$ cat src/hw/rtl/rse_pkg.sv
// ----------------------------------------------------------------------------
// rse_pkg
// Shared types, constants and GF(256) helpers for the Reed-Solomon encoder.
// ----------------------------------------------------------------------------
package rse_pkg;

	// Largest number of parity bytes the generator table supports.
	localparam int MaxParity = 32;

	// Field polynomial x^8+x^4+x^3+x^2+1.
	localparam logic [8:0] FieldPoly = 9'h11D;

	// Message length after reset.
	localparam logic [7:0] MsgLenReset = 8'd188;

	typedef logic [MaxParity:0][7:0] gen_arr_t;

	// Commands from the control logic to the parity register.
	typedef struct packed {
		logic step;   // clock one message byte into the register
		logic shift;  // move parity up by one byte, zero fills the bottom
	} lfsr_ctrl_t;

	// GF(256) multiply; with one constant operand it reduces to an XOR net.
	function automatic logic [7:0] gf_mul(input logic [7:0] a, input logic [7:0] b);
		logic [8:0] aa;
		logic [7:0] r;
		aa = {1'b0, a};
		r  = '0;
		for (int i = 0; i < 8; i++) begin
			if (b[i]) begin
				r = r ^ aa[7:0];
			end
			aa = {aa[7:0], 1'b0};
			if (aa[8]) begin
				aa = aa ^ FieldPoly;
			end
		end
		return r;
	endfunction

	// Coefficients of the product of (x + alpha^i), i = 0 .. n-1.
	// Evaluated at elaboration only.
	function automatic gen_arr_t gen_poly(input int n);
		gen_arr_t g;
		logic [7:0] root;
		g    = '0;
		g[0] = 8'd1;
		root = 8'd1;
		for (int i = 0; i < MaxParity; i++) begin
			if (i < n) begin
				for (int k = MaxParity; k >= 1; k--) begin
					if (k <= i + 1) begin
						g[k] = g[k-1] ^ gf_mul(g[k], root);
					end
				end
				g[0] = gf_mul(g[0], root);
				root = gf_mul(root, 8'd2);
			end
		end
		return g;
	endfunction

endpackage

$ cat src/hw/rtl/rse_lfsr.sv
// ----------------------------------------------------------------------------
// rse_lfsr
// Parity register of the encoder: takes one message byte per step, and
// shifts the finished parity out from the top byte during a parity burst.
// ----------------------------------------------------------------------------
module rse_lfsr #(
	parameter int PARITY_BYTES = 16
) (
	input  logic               clk,
	input  logic               arst_n,
	input  rse_pkg::lfsr_ctrl_t ctrl,
	input  logic [7:0]         data_byte,
	output logic [7:0]         top_byte
);
	import rse_pkg::*;

	localparam gen_arr_t GenPoly = gen_poly(PARITY_BYTES);

	logic [PARITY_BYTES-1:0][7:0] parity_q;
	logic [7:0]                   fb;

	assign top_byte = parity_q[PARITY_BYTES-1];
	assign fb       = data_byte ^ parity_q[PARITY_BYTES-1];

	// Shifting in zeros during the burst also leaves the register clear
	// for the next codeword once the last parity byte has gone out.
	always_ff @(posedge clk or negedge arst_n) begin
		if (!arst_n) begin
			parity_q <= '0;
		end else if (ctrl.step) begin
			parity_q[0] <= gf_mul(GenPoly[0], fb);
			for (int j = 1; j < PARITY_BYTES; j++) begin
				parity_q[j] <= parity_q[j-1] ^ gf_mul(GenPoly[j], fb);
			end
		end else if (ctrl.shift) begin
			parity_q[0] <= '0;
			for (int j = 1; j < PARITY_BYTES; j++) begin
				parity_q[j] <= parity_q[j-1];
			end
		end
	end

endmodule

$ cat src/hw/rtl/reed_solomon_systematic_encoder_top.sv
// ----------------------------------------------------------------------------
// reed_solomon_systematic_encoder_top
// Systematic RS encoder over GF(256): message words pass through, followed
// by the parity burst, highest parity byte first.
// ----------------------------------------------------------------------------
//
// Channel  Dir  Signals                        Contents
// s_       in   s_tvalid s_tready s_tdata[7:0] data_byte
// m_       out  m_tvalid m_tready m_tdata[7:0] code_byte
//                          m_tuser m_tlast     is_parity, last of codeword
// cfg_     in   cfg_we cfg_wdata[7:0]          msg_len
//
// Each message word is registered in the input and then the output register;
// message words stream at one per cycle while m_tready is high and no parity
// burst runs. The word that ends a codeword is followed by PARITY_BYTES
// parity words, one per cycle while m_tready is high, while the input
// register holds at most one waiting word. Reset clears the parity register,
// the byte count and both register stages, and loads msg_len with 188.
// A stall on m_tready holds the output word and backs up into s_tready.
// ----------------------------------------------------------------------------
module reed_solomon_systematic_encoder_top #(
	parameter int PARITY_BYTES = 16
) (
	input  logic       clk,
	input  logic       arst_n,
	// Input stream.
	input  logic       s_tvalid,
	output logic       s_tready,
	input  logic [7:0] s_tdata,   // [7:0] data_byte
	// Output stream.
	output logic       m_tvalid,
	input  logic       m_tready,
	output logic [7:0] m_tdata,   // [7:0] code_byte
	output logic       m_tuser,   // [0] is_parity
	output logic       m_tlast,
	// Configuration.
	input  logic       cfg_we,
	input  logic [7:0] cfg_wdata
);
	import rse_pkg::*;

	localparam int CntW = $clog2(PARITY_BYTES + 1);

	// Length register.
	logic [7:0]      msg_len_q;

	// Input register stage.
	logic            valid_s1;
	logic [7:0]      data_s1;

	// Codeword control.
	logic [7:0]      byte_count_q;
	logic [CntW-1:0] burst_left_q;

	// Output register.
	logic            out_valid_q;
	logic [7:0]      out_byte_q;
	logic            out_par_q;
	logic            out_last_q;

	logic            out_free;
	logic            in_burst;
	logic            take_msg;
	logic            take_par;
	logic [7:0]      limit;
	logic [7:0]      count_next;
	logic            word_ends;
	logic [7:0]      top_byte;
	lfsr_ctrl_t      lfsr_ctrl;

	// The output register can take a new word when it is empty or when its
	// current word leaves at this edge.
	assign out_free = !out_valid_q || m_tready;
	assign in_burst = (burst_left_q != '0);

	// Message words wait in the input stage while parity is being sent.
	assign take_msg = valid_s1 && !in_burst && out_free;
	assign take_par = in_burst && out_free;

	assign s_tready = !valid_s1 || take_msg;

	// A length of zero acts as one. The count wraps at 8 bits, and a wrap to
	// zero also ends the codeword.
	assign limit      = (msg_len_q == 8'd0) ? 8'd1 : msg_len_q;
	assign count_next = byte_count_q + 8'd1;
	assign word_ends  = (count_next >= limit) || (count_next == 8'd0);

	assign lfsr_ctrl.step  = take_msg;
	assign lfsr_ctrl.shift = take_par;

	rse_lfsr #(
		.PARITY_BYTES(PARITY_BYTES)
	) u_lfsr (
		.clk       (clk),
		.arst_n    (arst_n),
		.ctrl      (lfsr_ctrl),
		.data_byte (data_s1),
		.top_byte  (top_byte)
	);

	always_ff @(posedge clk or negedge arst_n) begin
		if (!arst_n) begin
			msg_len_q <= MsgLenReset;
		end else if (cfg_we) begin
			msg_len_q <= cfg_wdata;
		end
	end

	// Input stage: one word deep, refilled in the cycle it drains.
	always_ff @(posedge clk or negedge arst_n) begin
		if (!arst_n) begin
			valid_s1 <= 1'b0;
		end else if (s_tready) begin
			valid_s1 <= s_tvalid;
		end
	end

	always_ff @(posedge clk) begin
		if (s_tready && s_tvalid) begin
			data_s1 <= s_tdata;
		end
	end

	// Byte count and parity burst counter.
	always_ff @(posedge clk or negedge arst_n) begin
		if (!arst_n) begin
			byte_count_q <= '0;
			burst_left_q <= '0;
		end else if (take_msg) begin
			if (word_ends) begin
				byte_count_q <= '0;
				burst_left_q <= CntW'(PARITY_BYTES);
			end else begin
				byte_count_q <= count_next;
			end
		end else if (take_par) begin
			burst_left_q <= burst_left_q - CntW'(1);
		end
	end

	// Output register.
	always_ff @(posedge clk or negedge arst_n) begin
		if (!arst_n) begin
			out_valid_q <= 1'b0;
		end else if (out_free) begin
			out_valid_q <= take_msg || take_par;
		end
	end

	always_ff @(posedge clk) begin
		if (take_msg) begin
			out_byte_q <= data_s1;
			out_par_q  <= 1'b0;
			out_last_q <= 1'b0;
		end else if (take_par) begin
			out_byte_q <= top_byte;
			out_par_q  <= 1'b1;
			out_last_q <= (burst_left_q == CntW'(1));
		end
	end

	assign m_tvalid = out_valid_q;
	assign m_tdata  = out_byte_q;
	assign m_tuser  = out_par_q;
	assign m_tlast  = out_last_q;

endmodule

$ cat config.mk
export PLATFORM = sky130hd
export DESIGN_NAME = reed_solomon_systematic_encoder_top
export DESIGN_NICKNAME = d
export VERILOG_FILES = /design/src/hw/rtl/rse_pkg.sv /design/src/hw/rtl/rse_lfsr.sv /design/src/hw/rtl/reed_solomon_systematic_encoder_top.sv
export SDC_FILE = /design/constraint.sdc
export NUM_CORES = 1
export LEC_CHECK = 0
export BUFFER_PORTS_ARGS = -buffer_cell sky130_fd_sc_hd__clkbuf_2
export CORE_UTILIZATION = 60
export CTS_CLUSTER_SIZE = 20
export DETAILED_ROUTE_END_ITERATION = 8
export GPL_TIMING_DRIVEN = 0
export PLACE_DENSITY = 0.77
export SLEW_MARGIN = 20
export SYNTH_ARGS = -nofsm -noshare
export SYNTH_HDL_FRONTEND = slang
export SYNTH_HIERARCHICAL = 1
export SYNTH_SLANG_ARGS = --single-unit
$ cat constraint.sdc
create_clock -name clk -period 7.7 [get_ports clk]
set_input_delay 1.925 -clock clk [delete_from_list [all_inputs] [get_ports clk]]
set_output_delay 1.925 -clock clk [all_outputs]
set_load 0.02 [all_outputs]
After elaboration in Yosys (flattened, before gate mapping) --
Index checks and enable logic that the tools add are counted.
Storage, ports and cells: register bits 169, input bits 21, logic and storage cells 625
Operators by class: $add $sub $neg 2, order comparisons 1, eq/ne operators 2, multiplexer cells 393, bitwise operators 186, reductions and logical operators 16
Operators with widths (number):
- two-way mux 8 bit | 300
- XOR 8 bit | 98
- two-way mux 5 bit | 71
- inverter 4 bit | 68
- two-way mux 128 bit | 2
- two-way mux 7 bit | 11
- two-way mux 6 bit | 7
- inverter 3 bit | 10
- logical NOT 8 bit | 2
- inverter 5 bit | 2
- adder 8 x 1 -> 8 bit, second input constant | 1
- >= comparator 8 bit | 1
- two-way mux 4 bit | 2
- inverter 2 bit | 4
- equality test 5 x 1 -> 1 bit, second input constant | 1
- nonzero test 5 bit | 1
- subtractor 5 x 1 -> 5 bit, second input constant | 1
- logical AND 1 bit | 4
- logical OR 1 bit | 4
- inverter 1 bit | 4
- logical NOT 1 bit | 3
- != test 2 x 1 -> 1 bit, second input constant | 1
- AND reduction 2 bit | 1
- nonzero test 2 bit | 1

Logic depth before layout (Yosys ltp) --
word-level depth 28, mapped depth 12, mapped depth without buffers 9

Hierarchy --
Netlist, hierarchy kept.
By module, submodules not included:
- rse_lfsr | instances 1, cells an instance 803, area an instance 8321.7 µm², seq. area each 3203.1 µm²
- reed_solomon_systematic_encoder_top | instances 1, cells an instance 192, area an instance 1998.2 µm², seq. area each 1102.3 µm²

Worst setup path after synthesis --
No wires, ideal clock.
path type input to output, start input m_tready, end output s_tready, data arrival time 2.490 ns, required time 5.775 ns, path slack 3.285 ns, stages on the path 3, cell sequence nand2b_1 nand3_2 nand2_1
Between the ends: longest elaborated chain between the ends 3
Ends and longest elaborated chain:
- start: declaration | RTL line reed_solomon_systematic_encoder_top.sv:32 | input logic m_tready,
- logical OR 1 bit | RTL line reed_solomon_systematic_encoder_top.sv:73 | assign out_free = !out_valid_q || m_tready;
- logical AND 1 bit | RTL line reed_solomon_systematic_encoder_top.sv:77 | assign take_msg = valid_s1 && !in_burst && out_free;
- logical OR 1 bit | RTL line reed_solomon_systematic_encoder_top.sv:80 | assign s_tready = !valid_s1 || take_msg;
- end: declaration | RTL line reed_solomon_systematic_encoder_top.sv:28 | output logic s_tready,
Every way passes these cells.

Worst setup path in the final report --
start input m_tready, end register u_lfsr/parity_q[82] in the netlist's numbering
Between the ends: longest elaborated chain between the ends 3, elaborated cells on any way between the ends 5, classes of those cells mux (1); reduce/logical (4)
Ends and longest elaborated chain:
- logical OR 1 bit | RTL line reed_solomon_systematic_encoder_top.sv:73
- logical AND 1 bit | RTL line reed_solomon_systematic_encoder_top.sv:78 | assign take_par = in_burst && out_free;
- named net take_par | RTL line reed_solomon_systematic_encoder_top.sv:64 | logic take_par;
- nonzero test 2 bit (no source line)
- end signal: indexed assignment | RTL line rse_lfsr.sv:33 | parity_q[j] <= parity_q[j-1] ^ gf_mul(GenPoly[j], fb);
- end signal: indexed assignment | RTL line rse_lfsr.sv:38 | parity_q[j] <= parity_q[j-1];
- end: declaration | RTL line rse_lfsr.sv:19 | logic [PARITY_BYTES-1:0][7:0] parity_q;
The timed path passes the listed nets, and every way through them passes these cells. A chain may end at the register's enable or synchronous reset.

==> results <==
- The flow ran to the end, and the final reports show no timing, DRC or antenna violations.
- In this run, CTS created clock tree buffers numbering 17.
- The most numerous cell on the critical path is sky130_fd_sc_hd__clkbuf_1.
- The clock period could shrink to 4810 ps.
- The via count of the first global-routing pass was 7683.
- The placeable core region is 16700 µm².
- The upper clock frequency limit is 208 MHz.
- The total track usage is 33.8%.
- The floorplan step defined a die boundary enclosing 17700 µm².
- The cell class contributing the biggest share of worst-path delay is buffers and inverters.
- The routability-driven placement congestion ratio is 0.907.
- The layer carrying the most global-route usage is met2.
- The number of nets in the layout is 1079.
- Along the worst path, the maximum fanout reaches 10.
- Synthesis inferred 169 register bits.
- The remaining number of nets flagged by the antenna check after routing is 0.
- The commonest register cell after synthesis is sky130_fd_sc_hd__dfrtp_1.
- The total iterations of the first detailed-routing run is 6.
- The antenna diode count is 0.
- Setup repair after global routing left no endpoint under its margin.
- The clock sink count is 169.
- On the final layout, the worst clock skew is 12.1 ps.
- Entering global routing, the biggest net connects 84 pins.
- The first routing iteration left 813 violations.
- The relative slew slack is 24.6%.
- Detailed placement finished with a half-perimeter wire length of 19.7 mm.
- The clock passes through at most 2 buffers.
- The total standard cell area after synthesis is 10300 µm².
- For the pin with the worst max-slew slack, the measured transition is 1120 ps.
- The number of setup buffers added after CTS is 0.
- Counting the fill cells in the layout gives 1296.
- The critical path startpoint category is an input port.
- The count of endpoints failing hold in the final timing report is 0.
- Counting both buffers and inverters, the worst setup path holds a total of 5.
- The number of flops mapped to enable cells by yosys is 16.
- The met3 global-route usage is 7.42%.
- The number of antenna violations at the first check in global routing is 0.
- The number of synthesis warnings is 6.
- The highest-delay cell along the critical path is sky130_fd_sc_hd__clkbuf_1.
- After floorplanning, the core was divided into 47 placement rows.
- The final cycle utilization of the critical path is 62.5%.
- After synthesis, the share of flip-flops with an asynchronous set or reset is 89.3%.
- The netlist uses 60 different library cells.
- The net count after synthesis is 1027.
- Traced cell by cell, the critical path runs through clkbuf_2 > nand2b_1 > nor2b_1 > clkbuf_1 > clkbuf_1 > buf_1 > clkbuf_1 > mux2i_1 > o21ai_0.
- The H-tree was split into 4 levels.
- The hold buffer count at cts is 0.
- In the final layout, the share of cells above drive strength 1 is 11.4%.
- The number of max-slew violations in the final report is 0.
- From left edge to right edge, the die measures 133 µm.
- The max-capacitance violation count is 0.
- The remaining global-route overflow is 0.
- The routed layout has 7843 vias.
- Using the TritonRoute via totals, the vias-per-cell ratio works out to 6.13.
- The number of I/O port buffers is 32.
- Adding up every negative setup slack in the final design gives 0 ps.
- On the worst path, the slowest cell contributes a delay of 820 ps.
- STA classifies the critical path endpoint as a register.
- Data on the critical path is required at its endpoint by 7980 ps.
- The remaining routing DRC violations is 0.
- The post-cts sizing count is 0.
- The global-route met2 utilization is 52.2%.
- The signal arrival time at the worst endpoint is 5090 ps.
- After detailed routing, the average wire length per cell comes to 22.4 µm.
- The buffer type at the clock tree root is sky130_fd_sc_hd__clkbuf_16.
- Clock-pin slew was measured on the worst setup and hold paths at 70 ps.
- Dividing the synthesized area by the synthesized cell count gives 10.4 µm².
- The type of the setup path with the least slack is input port to register.
- Summed over all layers, the routed wires come to 28.6 mm.
- The top-level I/O count is 33.
- The effective utilization at floorplan is 61.8%.
- The clock latency of the later-clocked register in the worst-skew pair is 430 ps.
- In the global route stage, met1 resource usage came out at 46.4%.
- TritonCTS built the clock tree.
- The first global-routing pass estimated 44.7 mm of wire.
- In this run the vertical extent of the chip is 133 µm.
- The part of the Yosys area used for sequential elements is 41.7%.
- The tightest min-delay check is of the register to register type.
- In the synthesized netlist, the number of instances is 995.
- Setup violations remaining at the end of the flow were counted as 0.
- From synthesis to final layout, the design area changed by 10.5%.
cells in the final DEF (no fill, tap or decap), drive strengths merged, types with 3 or more instances in the layout:
cell and instances:
a211oi 83, a21o 11, a21oi 85, a22o 5
a31oi 8, and2 4, buf 24, bufinv 3
clkbuf 97, clkinv 3, clkinvlp 3, dfrtp 146
dfstp 5, edfxtp 16, ha 11, inv 20
mux2i 27, nand2 93, nand2b 4, nand3 8
nor2 22, nor2b 82, o211ai 5, o21ai 38
or2 3, or3 3, xnor2 151, xnor3 18
xor2 54, xor3 4
metrics by stage:
step | setup slack (ps) | cells | area, µm² | hold slack, ps | utilization [%]
2_1_floorplan | 3280 | 995 | 10300 | 457 | -
3_3_place_gp | 1960 | 1247 | 10800 | 432 | 64.4
3_5_place_dp | 2570 | 1248 | 10800 | 445 | 64.6
4_1_cts | 2980 | 1280 | 11400 | 455 | 68.3
5_1_grt | 2820 | 1280 | 11400 | 472 | 68.3
6_report | 2890 | 1280 | 11400 | 446 | 68.3
routing by layer:
layer	vias to the layer above	wire length (µm)
met4	0	997
met3	81	2440
met2	376	13200
li1	3517	-
met1	3869	12000
met5	-	0
Yosys cell counts (3+ instances only):
cell	count	area, µm²
sky130_fd_sc_hd__a211oi_1	82	616
sky130_fd_sc_hd__a21o_1	11	82.6
sky130_fd_sc_hd__a21oi_1	84	420
sky130_fd_sc_hd__a22o_1	5	43.8
sky130_fd_sc_hd__a31oi_1	8	50.1
sky130_fd_sc_hd__buf_1	5	18.8
sky130_fd_sc_hd__buf_2	5	25.0
sky130_fd_sc_hd__buf_4	12	90.1
sky130_fd_sc_hd__clkbuf_1	48	180
sky130_fd_sc_hd__dfrtp_1	146	3650
sky130_fd_sc_hd__dfstp_2	5	131
sky130_fd_sc_hd__edfxtp_1	16	480
sky130_fd_sc_hd__ha_1	11	138
sky130_fd_sc_hd__inv_1	13	48.8
sky130_fd_sc_hd__mux2i_1	27	270
sky130_fd_sc_hd__nand2_1	93	349
sky130_fd_sc_hd__nand2b_1	4	25.0
sky130_fd_sc_hd__nand3_1	7	35.0
sky130_fd_sc_hd__nor2_1	22	82.6
sky130_fd_sc_hd__nor2b_1	82	513
sky130_fd_sc_hd__o211ai_1	5	37.5
sky130_fd_sc_hd__o21ai_0	33	165
sky130_fd_sc_hd__o21ai_1	4	20.0
sky130_fd_sc_hd__or2_2	3	18.8
sky130_fd_sc_hd__or3_1	3	18.8
sky130_fd_sc_hd__xnor2_1	138	1210
sky130_fd_sc_hd__xnor2_2	9	146
sky130_fd_sc_hd__xnor2_4	4	110
sky130_fd_sc_hd__xnor3_1	17	383
sky130_fd_sc_hd__xor2_1	50	438
sky130_fd_sc_hd__xor2_2	3	48.8
sky130_fd_sc_hd__xor3_1	4	95.1
sequential cells by signal, indices dropped and copies added, names as in the netlist:
register         count
data_s1              8
m_tuser              1
m_tvalid             1
byte_count_q         8
u_lfsr/top_byte      8
u_lfsr/parity_q    120
m_tlast              1
valid_s1             1
burst_left_q         5
msg_len_q            8
m_tdata              8
area by class of cell:
cell class                      count  area, µm²  area share, %
Timing Repair Buffer               33        196           1.72
Clock inverter                     15        186           1.63
Tap cell                          220        275           2.41
Multi-Input combinational cell    741       5640           49.4
Sequential cell                   169       4310           37.8
Inverter                           14       52.6          0.461
Buffer                             71        325           2.85
Clock buffer                       17        425           3.73
cell families after synthesis:
kind of cell / share of synthesized area [%]
AO/OA/AOI/OAI: 15.0
buffers and inverters: 3.66
AND/OR/NAND/NOR: 11.4
adder cells (fa/ha/maj): 1.33
XOR/XNOR: 24.0
flip-flops: 41.7
multiplexers: 2.84
worst register-to-register path: stages (launching register included):
cell and delay, ps:
sky130_fd_sc_hd__dfrtp_1 420, sky130_fd_sc_hd__inv_1 60, sky130_fd_sc_hd__ha_1 230, sky130_fd_sc_hd__nor4b_2 190, sky130_fd_sc_hd__nor2b_1 110, sky130_fd_sc_hd__clkbuf_1 380, sky130_fd_sc_hd__clkbuf_1 650, sky130_fd_sc_hd__buf_1 460
sky130_fd_sc_hd__clkbuf_1 830, sky130_fd_sc_hd__mux2i_1 310, sky130_fd_sc_hd__o21ai_0 130
final timing paths:
kind,from,end,slack [ps],cells past startpoint
min reg2reg,m_tlast$_SDFFE_PP0P_,m_tlast$_SDFFE_PP0P_,450,2
min,m_tlast$_SDFFE_PP0P_,m_tlast$_SDFFE_PP0P_,450,2
max in group asynchronous,arst_n,u_lfsr/parity_q[48]$_DFFE_PN0P_,5360,2
max reg2reg,burst_left_q[0]$_DFFE_PN0P_,u_lfsr/parity_q[82]$_DFFE_PN0P_,3790,10
min in group asynchronous,arst_n,byte_count_q[3]$_DFFE_PN0P_,1500,1
max,m_tready,u_lfsr/parity_q[82]$_DFFE_PN0P_,2890,9
Power is left out: the tool's default activity adds up to more than one toggle a clock period on the data nets, which glitch-free logic cannot reach.
